**src/hw/rtl/gwp_pkg.sv**
```systemverilog
// gwp_pkg: shared types, constants and helpers of the g-code word parser
// no dependencies; imported by every gwp module and by the top level

package gwp_pkg;

    localparam int CHAR_W          = 8;
    localparam int VALUE_W         = 32;
    localparam int MAX_WORD_DEF    = 24;
    localparam int FRAC_DIGITS_DEF = 3;
    localparam int QUEUE_DEPTH_DEF = 2;
    localparam int OUT_DEPTH       = 4;
    localparam int M_MESSAGE_CODE  = 117;

    // result kinds
    localparam logic [2:0] KIND_PARAM   = 3'd0;
    localparam logic [2:0] KIND_COMMAND = 3'd1;
    localparam logic [2:0] KIND_MESSAGE = 3'd2;
    localparam logic [2:0] KIND_UNKNOWN = 3'd3;
    localparam logic [2:0] KIND_EOL     = 3'd4;

    // command letter codes
    localparam logic [3:0] CODE_G = 4'd0;
    localparam logic [3:0] CODE_M = 4'd1;

    // character classes seen by the parser
    typedef enum logic [2:0] {
        CLS_EOL,
        CLS_SPACE,
        CLS_SEMI,
        CLS_DIGIT,
        CLS_POINT,
        CLS_MINUS,
        CLS_PLUS,
        CLS_OTHER
    } cls_t;

    // what a character means when it opens a word
    typedef enum logic [2:0] {
        LK_PARAM,
        LK_G,
        LK_M,
        LK_N,
        LK_UNKNOWN
    } lkind_t;

    // classified character passed from front to back
    typedef struct packed {
        logic [CHAR_W-1:0] ch;
        logic [CHAR_W-1:0] upper;
        cls_t              cls;
        logic [3:0]        digit;
        lkind_t            lk;
        logic [3:0]        pcode;
    } item_t;

    // one result transaction
    typedef struct packed {
        logic [2:0]          kind;
        logic [3:0]          code;
        logic [VALUE_W-1:0]  value;
        logic                has_frac;
        logic [CHAR_W-1:0]   mchar;
        logic                bad;
        logic                last;
    } result_t;

    // power of ten for elaboration-time constants
    function automatic logic [63:0] pow10(input int e);
        logic [63:0] r;
        r = 64'd1;
        for (int i = 0; i < 9; i++)
        begin
            if (i < e)
            begin
                r = r * 64'd10;
            end
        end
        return r;
    endfunction

endpackage

```
**src/hw/rtl/gcode_word_parser_unit.sv**
```systemverilog
// gcode_word_parser_unit: top level of the streaming g-code word parser
// depends on gwp_pkg, gwp_front, gwp_queue and gwp_back

// Streaming G-code word parser. One ASCII character enters per slave
// transaction and the block takes one character every clock cycle as long
// as results are drained. Words are a letter (case-insensitive), an
// optional sign right after it and a decimal number; spaces separate
// words, ';' starts a comment to end of line, and '\n', '\r' or NUL ends
// the line. Each finished word gives one result transaction: a parameter
// word (X Y Z U V W I J D F E T S, with R taken as S), a G/M command or an
// unknown letter; N words give nothing. A line that held words ends with
// an end-of-line result. Values are fixed point in units of
// 10^-FRAC_DIGITS, saturated to 32 bits with the malformed flag set; the
// flag also marks words cut at MAX_WORD characters and stray characters.
// After M117 the next word streams out one message character per result.
// Rate: one character per cycle through the front stage, the queue and the
// word state machine while the result buffer has room; a line end that
// closes a word yields two results, while the master side moves one result
// per cycle, and the four-entry result buffer absorbs the surplus.
// An accepted character passes the front register, the queue and the result
// buffer before its first result appears. tlast marks the last result
// caused by one character.

module gcode_word_parser_unit
    import gwp_pkg::*;
#(
    parameter int MAX_WORD    = MAX_WORD_DEF,
    parameter int FRAC_DIGITS = FRAC_DIGITS_DEF,
    parameter int QUEUE_DEPTH = QUEUE_DEPTH_DEF
)
(
    input  logic        clk,
    input  logic        rst_n,
    // character input
    input  logic        s_axis_tvalid,
    output logic        s_axis_tready,
    input  logic [7:0]  s_axis_tdata,   // char_in[7:0]
    // result output
    output logic        m_axis_tvalid,
    input  logic        m_axis_tready,
    output logic [47:0] m_axis_tdata,   // letter_code[3:0], value[35:4],
                                        // has_fraction[36], message_char[44:37],
                                        // malformed[45], zero fill[47:46]
    output logic [2:0]  m_axis_tuser,   // kind[2:0]
    output logic        m_axis_tlast    // last result of the character
);

    logic    f_valid;
    logic    f_ready;
    item_t   f_item;
    logic    q_valid;
    logic    q_ready;
    item_t   q_item;
    result_t r;

    // classify and register each incoming character
    gwp_front u_front (
        .clk       (clk),
        .rst_n     (rst_n),
        .s_valid   (s_axis_tvalid),
        .s_ready   (s_axis_tready),
        .s_char    (s_axis_tdata),
        .out_valid (f_valid),
        .out_ready (f_ready),
        .out_item  (f_item)
    );

    // decouples classification from the word state machine
    gwp_queue #(
        .DEPTH (QUEUE_DEPTH)
    ) u_queue (
        .clk       (clk),
        .rst_n     (rst_n),
        .in_valid  (f_valid),
        .in_ready  (f_ready),
        .in_item   (f_item),
        .out_valid (q_valid),
        .out_ready (q_ready),
        .out_item  (q_item)
    );

    // word parsing, value scaling and result buffering
    gwp_back #(
        .MAX_WORD    (MAX_WORD),
        .FRAC_DIGITS (FRAC_DIGITS)
    ) u_back (
        .clk       (clk),
        .rst_n     (rst_n),
        .q_valid   (q_valid),
        .q_ready   (q_ready),
        .q_item    (q_item),
        .res_valid (m_axis_tvalid),
        .res_ready (m_axis_tready),
        .res       (r)
    );

    // pack the result transaction onto the master side
    assign m_axis_tdata = {2'b00, r.bad, r.mchar, r.has_frac, r.value, r.code};
    assign m_axis_tuser = r.kind;
    assign m_axis_tlast = r.last;

endmodule

```
**src/hw/rtl/gwp_front.sv**
```systemverilog
// gwp_front: input register stage that classifies each character
// depends on gwp_pkg

module gwp_front
    import gwp_pkg::*;
(
    input  logic              clk,
    input  logic              rst_n,
    input  logic              s_valid,
    output logic              s_ready,
    input  logic [CHAR_W-1:0] s_char,
    output logic              out_valid,
    input  logic              out_ready,
    output item_t             out_item
);

    logic  valid_reg;
    logic  valid_next;
    item_t item_reg;
    item_t item_next;

    function automatic item_t classify(input logic [CHAR_W-1:0] c);
        item_t it;
        it.ch    = c;
        it.upper = (c >= "a" && c <= "z") ? (c - 8'd32) : c;
        it.digit = c[3:0];
        it.pcode = 4'd0;
        it.lk    = LK_UNKNOWN;
        priority if (c == "\n" || c == "\r" || c == 8'd0)
            it.cls = CLS_EOL;
        else if (c == " ")
            it.cls = CLS_SPACE;
        else if (c == ";")
            it.cls = CLS_SEMI;
        else if (c >= "0" && c <= "9")
            it.cls = CLS_DIGIT;
        else if (c == ".")
            it.cls = CLS_POINT;
        else if (c == "-")
            it.cls = CLS_MINUS;
        else if (c == "+")
            it.cls = CLS_PLUS;
        else
            it.cls = CLS_OTHER;
        case (it.upper)
            "X": begin it.lk = LK_PARAM; it.pcode = 4'd0;  end
            "Y": begin it.lk = LK_PARAM; it.pcode = 4'd1;  end
            "Z": begin it.lk = LK_PARAM; it.pcode = 4'd2;  end
            "U": begin it.lk = LK_PARAM; it.pcode = 4'd3;  end
            "V": begin it.lk = LK_PARAM; it.pcode = 4'd4;  end
            "W": begin it.lk = LK_PARAM; it.pcode = 4'd5;  end
            "I": begin it.lk = LK_PARAM; it.pcode = 4'd6;  end
            "J": begin it.lk = LK_PARAM; it.pcode = 4'd7;  end
            "D": begin it.lk = LK_PARAM; it.pcode = 4'd8;  end
            "F": begin it.lk = LK_PARAM; it.pcode = 4'd9;  end
            "E": begin it.lk = LK_PARAM; it.pcode = 4'd10; end
            "T": begin it.lk = LK_PARAM; it.pcode = 4'd11; end
            "S": begin it.lk = LK_PARAM; it.pcode = 4'd12; end
            "R": begin it.lk = LK_PARAM; it.pcode = 4'd12; end
            "G": it.lk = LK_G;
            "M": it.lk = LK_M;
            "N": it.lk = LK_N;
            default: it.lk = LK_UNKNOWN;
        endcase
        return it;
    endfunction

    assign s_ready   = !valid_reg || out_ready;
    assign out_valid = valid_reg;
    assign out_item  = item_reg;

    always_comb
    begin
        valid_next = valid_reg;
        item_next  = item_reg;
        if (s_ready)
        begin
            valid_next = s_valid;
            if (s_valid)
            begin
                item_next = classify(s_char);
            end
        end
    end

    always_ff @(posedge clk or negedge rst_n)
    begin
        if (!rst_n)
        begin
            valid_reg <= 1'b0;
        end
        else
        begin
            valid_reg <= valid_next;
        end
    end

    always_ff @(posedge clk)
    begin
        item_reg <= item_next;
    end

endmodule

```
**src/hw/rtl/gwp_queue.sv**
```systemverilog
// gwp_queue: short fifo of classified characters between front and back
// depends on gwp_pkg

module gwp_queue
    import gwp_pkg::*;
#(
    parameter int DEPTH = QUEUE_DEPTH_DEF
)
(
    input  logic  clk,
    input  logic  rst_n,
    input  logic  in_valid,
    output logic  in_ready,
    input  item_t in_item,
    output logic  out_valid,
    input  logic  out_ready,
    output item_t out_item
);

    localparam int PTR_W = (DEPTH > 1) ? $clog2(DEPTH) : 1;
    localparam int CNT_W = $clog2(DEPTH + 1);

    item_t            mem [DEPTH];
    logic [PTR_W-1:0] wr_ptr_reg;
    logic [PTR_W-1:0] wr_ptr_next;
    logic [PTR_W-1:0] rd_ptr_reg;
    logic [PTR_W-1:0] rd_ptr_next;
    logic [CNT_W-1:0] cnt_reg;
    logic [CNT_W-1:0] cnt_next;
    logic             push;
    logic             pop;

    function automatic logic [PTR_W-1:0] wrap_inc(input logic [PTR_W-1:0] p);
        return (p == PTR_W'(DEPTH - 1)) ? '0 : p + PTR_W'(1);
    endfunction

    assign in_ready  = (cnt_reg != CNT_W'(DEPTH));
    assign out_valid = (cnt_reg != '0);
    assign out_item  = mem[rd_ptr_reg];
    assign push      = in_valid && in_ready;
    assign pop       = out_valid && out_ready;

    always_comb
    begin
        wr_ptr_next = push ? wrap_inc(wr_ptr_reg) : wr_ptr_reg;
        rd_ptr_next = pop ? wrap_inc(rd_ptr_reg) : rd_ptr_reg;
        cnt_next    = cnt_reg + CNT_W'(push) - CNT_W'(pop);
    end

    always_ff @(posedge clk or negedge rst_n)
    begin
        if (!rst_n)
        begin
            wr_ptr_reg <= '0;
            rd_ptr_reg <= '0;
            cnt_reg    <= '0;
        end
        else
        begin
            wr_ptr_reg <= wr_ptr_next;
            rd_ptr_reg <= rd_ptr_next;
            cnt_reg    <= cnt_next;
        end
    end

    always_ff @(posedge clk)
    begin
        if (push)
        begin
            mem[wr_ptr_reg] <= in_item;
        end
    end

endmodule

```
**src/hw/rtl/gwp_back.sv**
```systemverilog
// gwp_back: word state machine, value scaling and result buffer
// depends on gwp_pkg

module gwp_back
    import gwp_pkg::*;
#(
    parameter int MAX_WORD    = MAX_WORD_DEF,
    parameter int FRAC_DIGITS = FRAC_DIGITS_DEF
)
(
    input  logic    clk,
    input  logic    rst_n,
    input  logic    q_valid,
    output logic    q_ready,
    input  item_t   q_item,
    output logic    res_valid,
    input  logic    res_ready,
    output result_t res
);

    localparam logic [63:0] SCALE = pow10(FRAC_DIGITS);
    localparam int SCALE_W  = $clog2(SCALE + 1);
    localparam int FRAC_W   = (FRAC_DIGITS > 0) ? $clog2(SCALE) : 1;
    localparam int FDIG_W   = (FRAC_DIGITS > 0) ? $clog2(FRAC_DIGITS + 1) : 1;
    localparam int LEN_W    = $clog2(MAX_WORD + 1);
    localparam int MAG_W    = VALUE_W + SCALE_W;
    localparam int OPTR_W   = $clog2(OUT_DEPTH);
    localparam int OCNT_W   = $clog2(OUT_DEPTH + 1);

    typedef enum logic [1:0] {
        PH_IDLE,
        PH_WORD,
        PH_MSG,
        PH_SKIP
    } phase_t;

    typedef struct packed {
        logic [CHAR_W-1:0]  letter;
        lkind_t             lk;
        logic [3:0]         pcode;
        logic               negative;
        logic [VALUE_W-1:0] int_part;
        logic [FRAC_W-1:0]  frac;
        logic [FDIG_W-1:0]  fdig;
        logic               seen_point;
        logic [LEN_W-1:0]   wlen;
        logic               bad;
    } word_t;

    phase_t            phase_reg;
    phase_t            phase_next;
    word_t             w_reg;
    word_t             w_next;
    logic              msg_pend_reg;
    logic              msg_pend_next;
    logic              line_act_reg;
    logic              line_act_next;
    logic [OPTR_W-1:0] wr_ptr_reg;
    logic [OPTR_W-1:0] wr_ptr_next;
    logic [OPTR_W-1:0] rd_ptr_reg;
    logic [OPTR_W-1:0] rd_ptr_next;
    logic [OCNT_W-1:0] cnt_reg;
    logic [OCNT_W-1:0] cnt_next;
    result_t           obuf [OUT_DEPTH];

    logic               take;
    logic               out_pop;
    logic [1:0]         n_res;
    result_t            res0;
    result_t            res1;
    result_t            fin_res;
    result_t            eol_res;
    logic               fin_emit;
    logic               fin_m117;
    logic [MAG_W-1:0]   mag;
    logic [MAG_W-1:0]   limit;
    logic               sat;
    logic [VALUE_W-1:0] mag32;
    logic [VALUE_W+3:0] acc;
    logic [FRAC_W-1:0]  weight;
    logic [FRAC_W+3:0]  fprod;

    // weight of the next fraction digit: 10^(FRAC_DIGITS-1-k)
    function automatic logic [FRAC_W-1:0] frac_weight(input logic [FDIG_W-1:0] k);
        logic [FRAC_W-1:0] r;
        int                e;
        r = FRAC_W'(1);
        e = FRAC_DIGITS - 1 - int'(k);
        for (int i = 0; i < 4; i++)
        begin
            if (i < e)
            begin
                r = FRAC_W'(r * FRAC_W'(10));
            end
        end
        return r;
    endfunction

    assign q_ready   = (cnt_reg <= OCNT_W'(OUT_DEPTH - 2));
    assign take      = q_valid && q_ready;
    assign res_valid = (cnt_reg != '0);
    assign res       = obuf[rd_ptr_reg];
    assign out_pop   = res_valid && res_ready;

    // scaled value and saturation of the open word
    always_comb
    begin
        mag   = MAG_W'(w_reg.int_part) * MAG_W'(SCALE) + MAG_W'(w_reg.frac);
        limit = w_reg.negative ? MAG_W'(33'h080000000) : MAG_W'(33'h07FFFFFFF);
        sat   = (mag > limit);
        mag32 = sat ? limit[VALUE_W-1:0] : mag[VALUE_W-1:0];

        fin_res          = '0;
        fin_res.value    = w_reg.negative ? (VALUE_W'(0) - mag32) : mag32;
        fin_res.has_frac = w_reg.seen_point;
        fin_res.bad      = w_reg.bad || sat;
        unique case (w_reg.lk)
            LK_PARAM:
            begin
                fin_res.kind = KIND_PARAM;
                fin_res.code = w_reg.pcode;
            end
            LK_G:
            begin
                fin_res.kind = KIND_COMMAND;
                fin_res.code = CODE_G;
            end
            LK_M:
            begin
                fin_res.kind = KIND_COMMAND;
                fin_res.code = CODE_M;
            end
            LK_N:
            begin
                fin_res.kind = KIND_PARAM;
            end
            LK_UNKNOWN:
            begin
                fin_res.kind  = KIND_UNKNOWN;
                fin_res.mchar = w_reg.letter;
            end
        endcase
        fin_emit = (w_reg.lk != LK_N);
        fin_m117 = (w_reg.lk == LK_M) && !w_reg.negative
                   && (w_reg.int_part == VALUE_W'(M_MESSAGE_CODE));

        eol_res      = '0;
        eol_res.kind = KIND_EOL;
    end

    // digit accumulation helpers
    always_comb
    begin
        acc    = {w_reg.int_part, 3'b000} + {2'b00, w_reg.int_part, 1'b0}
                 + (VALUE_W+4)'(q_item.digit);
        weight = frac_weight(w_reg.fdig);
        fprod  = {{FRAC_W{1'b0}}, q_item.digit} * {4'b0000, weight};
    end

    always_comb
    begin
        phase_next    = phase_reg;
        w_next        = w_reg;
        msg_pend_next = msg_pend_reg;
        line_act_next = line_act_reg;
        n_res         = 2'd0;
        res0          = fin_res;
        res1          = eol_res;

        if (take)
        begin
            if (q_item.cls == CLS_EOL)
            begin
                // open word first, then end of line if the line had words
                if (phase_reg == PH_WORD && fin_emit)
                begin
                    n_res = line_act_reg ? 2'd2 : 2'd1;
                end
                else if (line_act_reg)
                begin
                    res0  = eol_res;
                    n_res = 2'd1;
                end
                phase_next    = PH_IDLE;
                msg_pend_next = 1'b0;
                line_act_next = 1'b0;
                w_next.wlen   = '0;
            end
            else
            begin
                unique case (phase_reg)
                    PH_IDLE:
                    begin
                        if (q_item.cls == CLS_SEMI)
                        begin
                            phase_next = PH_SKIP;
                        end
                        else if (q_item.cls != CLS_SPACE)
                        begin
                            line_act_next = 1'b1;
                            if (msg_pend_reg)
                            begin
                                msg_pend_next = 1'b0;
                                phase_next    = PH_MSG;
                                w_next.wlen   = LEN_W'(1);
                                res0          = '0;
                                res0.kind     = KIND_MESSAGE;
                                res0.mchar    = q_item.ch;
                                n_res         = 2'd1;
                            end
                            else
                            begin
                                w_next.letter     = q_item.upper;
                                w_next.lk         = q_item.lk;
                                w_next.pcode      = q_item.pcode;
                                w_next.negative   = 1'b0;
                                w_next.int_part   = '0;
                                w_next.frac       = '0;
                                w_next.fdig       = '0;
                                w_next.seen_point = 1'b0;
                                w_next.wlen       = LEN_W'(1);
                                w_next.bad        = 1'b0;
                                phase_next        = PH_WORD;
                            end
                        end
                    end
                    PH_WORD:
                    begin
                        if (q_item.cls == CLS_SPACE || q_item.cls == CLS_SEMI)
                        begin
                            n_res = fin_emit ? 2'd1 : 2'd0;
                            if (fin_m117)
                            begin
                                msg_pend_next = 1'b1;
                            end
                            phase_next = (q_item.cls == CLS_SEMI) ? PH_SKIP : PH_IDLE;
                        end
                        else if (w_reg.wlen >= LEN_W'(MAX_WORD))
                        begin
                            w_next.bad = 1'b1;
                        end
                        else
                        begin
                            w_next.wlen = w_reg.wlen + LEN_W'(1);
                            case (q_item.cls)
                                CLS_DIGIT:
                                begin
                                    if (!w_reg.seen_point)
                                    begin
                                        if (acc[VALUE_W+3:VALUE_W] != 4'd0)
                                        begin
                                            w_next.int_part = '1;
                                            w_next.bad      = 1'b1;
                                        end
                                        else
                                        begin
                                            w_next.int_part = acc[VALUE_W-1:0];
                                        end
                                    end
                                    else if (w_reg.fdig < FDIG_W'(FRAC_DIGITS))
                                    begin
                                        w_next.frac = w_reg.frac + fprod[FRAC_W-1:0];
                                        w_next.fdig = w_reg.fdig + FDIG_W'(1);
                                    end
                                end
                                CLS_POINT:
                                begin
                                    if (!w_reg.seen_point)
                                    begin
                                        w_next.seen_point = 1'b1;
                                    end
                                    else
                                    begin
                                        w_next.bad = 1'b1;
                                    end
                                end
                                CLS_MINUS, CLS_PLUS:
                                begin
                                    // sign only right after the letter
                                    if (w_reg.wlen == LEN_W'(1))
                                    begin
                                        w_next.negative = (q_item.cls == CLS_MINUS);
                                    end
                                    else
                                    begin
                                        w_next.bad = 1'b1;
                                    end
                                end
                                default:
                                begin
                                    w_next.bad = 1'b1;
                                end
                            endcase
                        end
                    end
                    PH_MSG:
                    begin
                        if (q_item.cls == CLS_SPACE || q_item.cls == CLS_SEMI)
                        begin
                            phase_next = PH_SKIP;
                        end
                        else if (w_reg.wlen < LEN_W'(MAX_WORD))
                        begin
                            w_next.wlen = w_reg.wlen + LEN_W'(1);
                            res0        = '0;
                            res0.kind   = KIND_MESSAGE;
                            res0.mchar  = q_item.ch;
                            n_res       = 2'd1;
                        end
                    end
                    PH_SKIP:
                    begin
                        phase_next = PH_SKIP;
                    end
                endcase
            end
        end

        res0.last = (n_res == 2'd1);
        res1.last = 1'b1;

        wr_ptr_next = wr_ptr_reg + OPTR_W'(n_res);
        rd_ptr_next = rd_ptr_reg + OPTR_W'(out_pop);
        cnt_next    = cnt_reg + OCNT_W'(n_res) - OCNT_W'(out_pop);
    end

    always_ff @(posedge clk or negedge rst_n)
    begin
        if (!rst_n)
        begin
            phase_reg    <= PH_IDLE;
            w_reg        <= '0;
            msg_pend_reg <= 1'b0;
            line_act_reg <= 1'b0;
            wr_ptr_reg   <= '0;
            rd_ptr_reg   <= '0;
            cnt_reg      <= '0;
        end
        else
        begin
            phase_reg    <= phase_next;
            w_reg        <= w_next;
            msg_pend_reg <= msg_pend_next;
            line_act_reg <= line_act_next;
            wr_ptr_reg   <= wr_ptr_next;
            rd_ptr_reg   <= rd_ptr_next;
            cnt_reg      <= cnt_next;
        end
    end

    always_ff @(posedge clk)
    begin
        if (n_res != 2'd0)
        begin
            obuf[wr_ptr_reg] <= res0;
        end
        if (n_res == 2'd2)
        begin
            obuf[wr_ptr_reg + OPTR_W'(1)] <= res1;
        end
    end

`ifndef SYNTHESIS
    a_buf_bound: assert property (@(posedge clk) disable iff (!rst_n)
        cnt_reg <= OCNT_W'(OUT_DEPTH))
        else $error("result buffer count beyond depth");

    a_room_on_take: assert property (@(posedge clk) disable iff (!rst_n)
        take |-> (cnt_reg + OCNT_W'(2) <= OCNT_W'(OUT_DEPTH)))
        else $error("character taken without room for two results");

    a_msg_not_pending: assert property (@(posedge clk) disable iff (!rst_n)
        (phase_reg == PH_MSG) |-> !msg_pend_reg)
        else $error("message pending while a message streams");

    a_word_on_line: assert property (@(posedge clk) disable iff (!rst_n)
        (phase_reg == PH_WORD || phase_reg == PH_MSG) |-> line_act_reg)
        else $error("open word on a line marked empty");

    a_len_bound: assert property (@(posedge clk) disable iff (!rst_n)
        w_reg.wlen <= LEN_W'(MAX_WORD))
        else $error("word length beyond cap");
`endif

endmodule

```
**config.mk**
```make
export PLATFORM = sky130hd
export DESIGN_NAME = gcode_word_parser_unit
export DESIGN_NICKNAME = d
export VERILOG_FILES = /design/src/hw/rtl/gwp_pkg.sv /design/src/hw/rtl/gcode_word_parser_unit.sv /design/src/hw/rtl/gwp_front.sv /design/src/hw/rtl/gwp_queue.sv /design/src/hw/rtl/gwp_back.sv
export SDC_FILE = /design/constraint.sdc
export NUM_CORES = 1
export LEC_CHECK = 0
export BUFFER_PORTS_ARGS = -buffer_cell sky130_fd_sc_hd__clkbuf_2
export CAP_MARGIN = 10
export CORE_MARGIN = 10
export CORE_UTILIZATION = 55
export DETAILED_ROUTE_END_ITERATION = 6
export MAX_ROUTING_LAYER = met4
export PLACE_DENSITY_LB_ADDON = 0.1
export SYNTH_ARGS = -nofsm -noshare
export SYNTH_HDL_FRONTEND = slang
export SYNTH_SLANG_ARGS = --single-unit
```
**constraint.sdc**
```tcl
create_clock -name clk -period 10.2 [get_ports clk]
set_clock_uncertainty 0.2 [all_clocks]
set_input_delay 1.02 -clock clk [delete_from_list [all_inputs] [get_ports clk]]
set_output_delay 1.02 -clock clk [all_outputs]
set_load 0.03 [all_outputs]
```
; Yosys cells after proc, flatten, opt, wreduce, memory -nomap -nowiden
; Memory sizes are Yosys's and may differ from the RTL's.
; Index checks and enable logic that the tools add are counted.
[totals]
register_bits = 113
mem_bits_rw = 260
in_bits = 12
output_inout_bits = 54
word_cells = 280
memories = 2
[classes]
addsub = 18
n_mul = 5
magnitude_cmp = 13
n_eq_ne = 71
n_mux = 94
bitwise = 3
n_reduce_logical = 46
[memory_table]
columns = name, depth, word_bits, read_ports, rd_clocked_by_memory_dff, wr, line
row1 = u_back.obuf, 4, 50, 1, 0, 2, gwp_back.sv:64  ; result_t obuf [OUT_DEPTH];
row2 = u_queue.mem, 2, 30, 1, 0, 1, gwp_queue.sv:23  ; item_t mem [DEPTH];
[ops]
columns = cell, count
row1 = $mux 50, 9
row2 = $mux 32, 5
row3 = $mux 52, 3
row4 = $eq 8x7->1 const B, 18
row5 = $pmux 50 s2, 1
row6 = $pmux 46 s2, 1
row7 = $lt 3x32->1 const A, 2
row8 = $mux 51, 1
row9 = $pmux 4 s12, 1
row10 = $mux 46, 1
row11 = $mux 44, 1
row12 = $add 42x10->42, 1
row13 = $gt 42x42->1, 1
row14 = $eq 8x6->1 const B, 5
row15 = $mul 32x7->39 const B, 1
row16 = $add 35x33->36, 1
row17 = $add 36x4->36, 1
row18 = $mux 2, 17
row19 = $eq 32x7->1 const B, 1
row20 = $lt 1x32->1 const A, 1
row21 = $lt 2x32->1 const A, 1
row22 = $mux 1, 32
row23 = $sub 1x32->32 const A, 1
row24 = $mux 10, 3
row25 = other kinds (69), 141

; Logic depth before layout (Yosys ltp)
; Gate-level depths: netlist (run 1).
[depth]
ltp_word = 18
ltp_mapped = 45

; By module
; A second synthesis (run 1) with hierarchy kept.
[unflattened]
hier_cells = 2866
area_unflattened_um2 = 27157.3
[modules_own_cells]
columns = module, n_inst, cells_each, area_per_inst_um2, seq_area_each_um2
row1 = gwp_back, 1, 2625, 23492.5, 5955.7
row2 = gwp_queue, 1, 115, 2373.5, 1901.8
row3 = gwp_front, 1, 123, 1272.5, 655.6
row4 = gcode_word_parser_unit, 1, 3, 18.8, 0.0

; Worst setup path before layout (run 1)
; OpenSTA, ideal clock, no wires.
[synth_path]
path_type = register to register
from = register u_back.w_reg[20] (netlist bit)
to = memory u_back.obuf[0][25] (netlist bit)
arrival_ps = 9010
t_required_ps = 9940
setup_slack_ps = 930
path_stages_with_launch = 41
period_less_slack_ps = 9270
path_cell_list = dfrtp_1 inv_1 fa_1 fa_1 fa_1 fa_1 inv_1 ha_1 a21oi_1 o21ai_1 xor2_1 nand4_1 nor4_2 and4_1 clkbuf_1 nand3_1 or3_1 and2_1 (+5 left out) nand2_1 a2111oi_0 o21ai_0 or3_1 a32oi_1 o221ai_2 or2_0 clkbuf_1 clkbuf_1 o21ai_0 ha_1 clkbuf_1 nor2_1 clkbuf_1 nand2_1 o21ai_0 a211oi_1 a22o_1
[synth_lines]
columns = element, line
row1 = "start, declared", gwp_back.sv:52  ; word_t w_reg;
row2 = "start signal, assigned", gwp_back.sv:342  ; w_reg <= w_next;
row3 = "end, declared", gwp_back.sv:64

==> flow_summary.yaml, run 1 <==
outcome:
  status: "finished clean"
layout:
  mostFrequentLayoutCell: "nand2_1"
  final_nets: 3293
  area_growth_pct: 10.5
  final_area_sq_um: 28900
  fillerInstances: 4029
  n_antenna_cell: 0
  drive_gt1_share_pct: 12.4
  final_cell_mix: "nand2_1 (305), inv_1 (247), ha_1 (236)"
  postLayoutCoreUtil_pct: 61.8
  regArea_sq_um: 7990
  largest_register_ff_count: 200
  multiInputGateArea_sq_um: 17000
synth:
  synthMuxAreaShare_pct: 5.58
  yosysWarnings: 0
  synth_cells: 2833
  yosysSeqAreaShare_pct: 30.4
  synth_top_family_by_area: "adder cells"
  ys_types: 95
  synthArstFlopShare_pct: 24.0
  synth_area_per_cell_sq_um: 9.25
  synth_compound_area_share_pct: 18.0
  synth_seq_cells: 346
  synth_adder_area_share_pct: 22.3
  synth-xor-area-share_pct: 3.58
  synth_ff_type: "dfxtp_1"
  synth-edff-count: 63
  synth-simple-area-share_pct: 14.6
  synth.cell_area_sq_um: 26200
sta:
  final.period_utilization_pct: 94.9
  setup_viol_count_final: 0
  drv_slew: 0
  worstMarginPinSlew_ps: 1070
  maxSlewHeadroom_pct: 28.2
  finalHoldViolCount: 0
  fmax_ghz: 0.103
  rsz0062_at_grt: "yes"
  fin_crit_ps: 9680
clock_tree:
  cts_buffers: 38
  clock_latency_ps: 560
  clockBufferDepth: 3
  cts.clk_slew.worst_paths_ps: 60
  cts_root_buf: "clkbuf_16"
  htree_num_levels: 2
  cts_sinks: 346
  cts_tree: "built"
critical_path:
  r2r_slack_ps: 520
  path_buf_inv: 7
  crit_type: "flip-flop to flip-flop"
  r2r_end: "u_back.obuf[3][39]"
  worstPathArrival_ps: 9930
  crit_path_end_kind: "flip-flop"
  crit_path_top_delay_cell: "fa_1"
  crit_fanout: 24
  cp.required_ps: 10450
  cpLargestDelayFamily: "adder cells"
  cp.depth: 37
  cp-start-kind: "flip-flop"
  reg2regPathDepth: 37
  r2r_start: "u_back.w_reg[20]"
  max_stage_delay_ps: 520
min_path:
  hp-class: "input port to async pin"
global_route:
  grt_use_met1_pct: 34.5
  grt_pass1_wl_mm: 114
  grt_max_degree: 78
  grt_use_met2_pct: 39.1
  grt_pass1_vias: 21000
  antenna_found_initial: 0
  grt.busiest_layer: "met2"
  track_usage_pct: 25.5
  grtUsageMet3_pct: 4.26
  gr-total-overflow: 0
floorplanning:
  core_sq_um: 46900
  die-area_sq_um: 56800
  start_util_pct: 55.9
  die_w_um: 238
  rows: 79
  die_h_um: 238
  boundaryPins: 66
placement:
  place_congestion: 0.964
  place_hpwl_mm: 52.8
  portBuffers: 63
  postPlaceCellArea_sq_um: 27400
route:
  drt-pass1-iter-count: 5
  drc: 0
  antenna_left: 0
  routed_via_density: 6.10
  wirelength_mm: 71.4
  vias: 21500
  drtIter0Drc: 1669
  wl_per_cell_um: 20.2
flow_run:
  drv_cap: 0
## synth_stat cells, drive strengths merged (13+ instances only)
cell,count,area share (%)
dfrtp,83,7.9
nand3,56,1.1
a211o,13,0.43
nor3,53,1.0
mux2,13,0.56
nor2b,25,0.63
o31ai,17,0.51
buf,21,0.38
nor2,166,2.4
a211oi,63,1.8
nand2,306,4.4
nand4,29,0.72
a22o,31,1.0
and3,28,0.67
or2,13,0.32
edfxtp,63,7.2
inv,253,3.6
a21o,39,1.1
o21bai,14,0.40
nor4,18,0.45
mux4,50,4.3
a2111oi,14,0.54
o21a,15,0.43
fa,142,11
mux2i,19,0.73
clkbuf,101,1.4
xnor2,68,2.3
a21oi,225,4.3
o21ai,188,3.6
and2,25,0.60
ha,240,11
xor2,39,1.3
or3,22,0.54
dfxtp,200,15
nand2b,23,0.55
## stage by stage
step	hold WS (ps)	setup slack, ps	setup TNS (ps)	std cells
finish	220	519	0	3535
global route	232	-40.0	-292	3535
CTS	219	35.1	0	3520
detailed placement	231	-16.5	-34.4	3451
global placement	224	235	0	3451
floorplan	220	930	0	2834
## cell families after synthesis
logic type / Yosys count
compound gates: 735
xor+xnor: 107
fa+ha+maj: 382
buf+inv: 376
flops: 346
mux: 82
other cells: 1
simple gates: 804
## final cells by class
class	count	area share, %
Clock inverter	25	0.977
Tap cell	607	2.62
Inverter	254	3.33
Multi-Input combinational cell	2113	58.8
Sequential cell	346	27.6
Timing Repair Buffer	146	3.25
Clock buffer	44	3.47
## timing repair
item | in CTS | in global routing
pin swaps | 0 | 6
setup buffers | 0 | 14
gates cloned | 0 | 1
hold buffers | 0 | 0
endpoints found under the setup margin | 4 | 71
resized for setup | 1 | 54
## worst register-to-register path, delay by kind of cell (launching register included)
kind | cells | cell delay (ps)
and+or+nand+nor | 11 | 2360
DFF | 1 | 470
adders and majority gates | 7 | 2950
xor gates and xnor gates | 2 | 460
buffers and inverters | 7 | 860
AOI/OAI and AO/OA | 10 | 2270
## metal layers
metal,vias up,routed length [um]
met5,-,0
met4,0,1540
met3,106,4950
met2,708,32200
met1,10500,32700
li1,10200,-
## how the worst max path moves through the flow
stage,from,to,slack [ps]
finish,u_back.w_reg[20],u_back.obuf[3][39],520
CTS,u_back.w_reg[22],u_back.obuf[0][15],40
floorplan,u_back.w_reg[20],u_back.obuf[0][25],930
global placement,u_back.w_reg[31],u_back.obuf[2][31],230
global route,u_back.w_reg[20],u_back.obuf[2][29],-40
detailed placement,u_back.w_reg[22],u_back.obuf[1][31],-20
Power of run 1 is not shown: default switching activity piles up to over one toggle a cycle in this logic, so the estimate is an artifact.
==> run 2: changes to the inputs <==
--- a/config.mk
+++ b/config.mk
@@ -9,6 +9,7 @@
 export CAP_MARGIN = 10
 export CORE_MARGIN = 10
 export CORE_UTILIZATION = 55
+export CTS_BUF_LIST = sky130_fd_sc_hd__clkbuf_2 sky130_fd_sc_hd__clkbuf_4 sky130_fd_sc_hd__clkbuf_8
 export DETAILED_ROUTE_END_ITERATION = 6
 export MAX_ROUTING_LAYER = met4
 export PLACE_DENSITY_LB_ADDON = 0.1
==> flow_summary.yaml, run 2 (synthesis results as in run 1) <==
critical_path:
  cp.required_ps: 10540
  reg2regPathDepth: 36
  crit_fanout: 24
  crit_path_end_kind: "flip-flop"
  crit_path_top_delay_cell: "or4_4"
  cpLargestDelayFamily: "adder cells"
  path_buf_inv: 6
  cp-start-kind: "flip-flop"
  worstPathArrival_ps: 10000
  cp.depth: 36
  max_stage_delay_ps: 580
  crit_type: "flip-flop to flip-flop"
floorplanning:
  start_util_pct: 55.9
  boundaryPins: 66
  die-area_sq_um: 56800
  die_w_um: 238
  die_h_um: 238
  core_sq_um: 46900
  rows: 79
global_route:
  gr-total-overflow: 0
  track_usage_pct: 25.4
  grt_max_degree: 78
  antenna_found_initial: 0
  grt_pass1_wl_mm: 114
  grt_pass1_vias: 21100
route:
  vias: 21600
  drt-pass1-iter-count: 7
  wl_per_cell_um: 19.9
  drc: 0
  wirelength_mm: 71.1
  drtIter0Drc: 1587
  routed_via_density: 6.05
  antenna_left: 0
sta:
  maxSlewHeadroom_pct: 31.0
  fin_crit_ps: 9670
  fmax_ghz: 0.103
  fin_tns_setup_ps: 0
  finalHoldViolCount: 0
  setup_viol_count_final: 0
  worstMarginPinSlew_ps: 1040
  drv_slew: 0
  final.period_utilization_pct: 94.8
outcome:
  status: "finished clean"
placement:
  place_hpwl_mm: 52.8
  place_congestion: 0.964
  portBuffers: 63
clock_tree:
  cts_sinks: 346
  cts_buffers: 59
  clock_latency_ps: 650
  htree_num_levels: 2
  cts.clk_slew.worst_paths_ps: 60
  cts_tree: "built"
  cts_root_buf: "clkbuf_8"
  clockBufferDepth: 3
layout:
  regArea_sq_um: 7990
  fillerInstances: 4061
  n_antenna_cell: 0
  final_nets: 3310
  largest_register_ff_count: 200
  drive_gt1_share_pct: 13.2
  mostFrequentLayoutCell: "nand2_1"
  area_growth_pct: 10.2
  postLayoutCoreUtil_pct: 61.6
  multiInputGateArea_sq_um: 16900
  final_cell_mix: "nand2_1 (305), inv_1 (249), ha_1 (238)"
flow_run:
  drv_cap: 0
min_path:
  hp-class: "input port to async pin"
-- run 2: changes by cell type in the layout (fill, tap and decap cells not counted), moves of 4 or more --
cell	before	now
inv_6	4	0
clkbuf_8	3	75
clkbuf_4	0	16
clkinvlp_4	8	2
clkinv_2	5	9
clkbuf_16	38	0
-- run 2: worst paths after layout --
| check | from | to | slack, ps |
|---|---|---|---|
| worst max-delay path | u_back.w_reg[26] | u_back.obuf[3][39] | 530 |
| worst min-delay path | rst_n | u_back.w_reg[55] | 140 |
| worst max register to register | u_back.w_reg[26] | u_back.obuf[3][39] | 530 |
| worst min register to register | u_front.out_item[17] | u_queue.mem[0][25] | 240 |
| max in group asynchronous | rst_n | u_back.w_reg[20] | 8540 |
| min in group clk | u_front.out_item[17] | u_queue.mem[0][25] | 240 |
-- run 2: per-stage QoR --
step	cell area (sq um)	std cells	hold WS [ps]	setup slack [ps]
2_1_floorplan	26200	2834	220	930
3_3_place_gp	27400	3451	224	235
3_5_place_dp	27400	3451	231	-16.5
4_1_cts	28700	3559	119	42.0
5_1_grt	28900	3570	130	-33.9
6_report	28900	3570	139	533
-- run 2: what timing repair did --
| item | 4_1_cts | 5_1_grt |
|---|---|---|
| gates resized for setup | 1 | 38 |
| endpoints found under the setup margin | 4 | 71 |
| buffers inserted | 0 | 11 |
| hold buffers | 0 | 0 |
| pin swaps | 0 | 4 |
-- run 2: worst reg2reg max path: cells and delay by family (launching register included) --
family	cells	cell delay (ps)
buffers and inverters	6	860
AO/OA/AOI/OAI	11	2310
adder cells (fa/ha/maj)	7	2780
XOR/XNOR	1	250
AND/OR/NAND/NOR	11	2720
flip-flops	1	440
-- run 2: cell type report --
| cell class | instances | share of cell area, % |
|---|---|---|
| sequential | 346 | 27.7 |
| multi-input combinational | 2112 | 58.7 |
| tap | 607 | 2.63 |
| clock buffer | 91 | 3.99 |
| inverter | 254 | 3.33 |
| timing repair buffer | 143 | 3.18 |
| clock inverter | 17 | 0.529 |
-- run 2: metal layers --
layer	routed length (um)	global-route usage (%)	vias up
met5	0	-	-
met1	32700	34.5	10600
met2	32400	39.1	687
met3	4660	4.16	97
met4	1430	6.37	0
li1	-	-	10300
Power of run 2 is left out for the same reason.
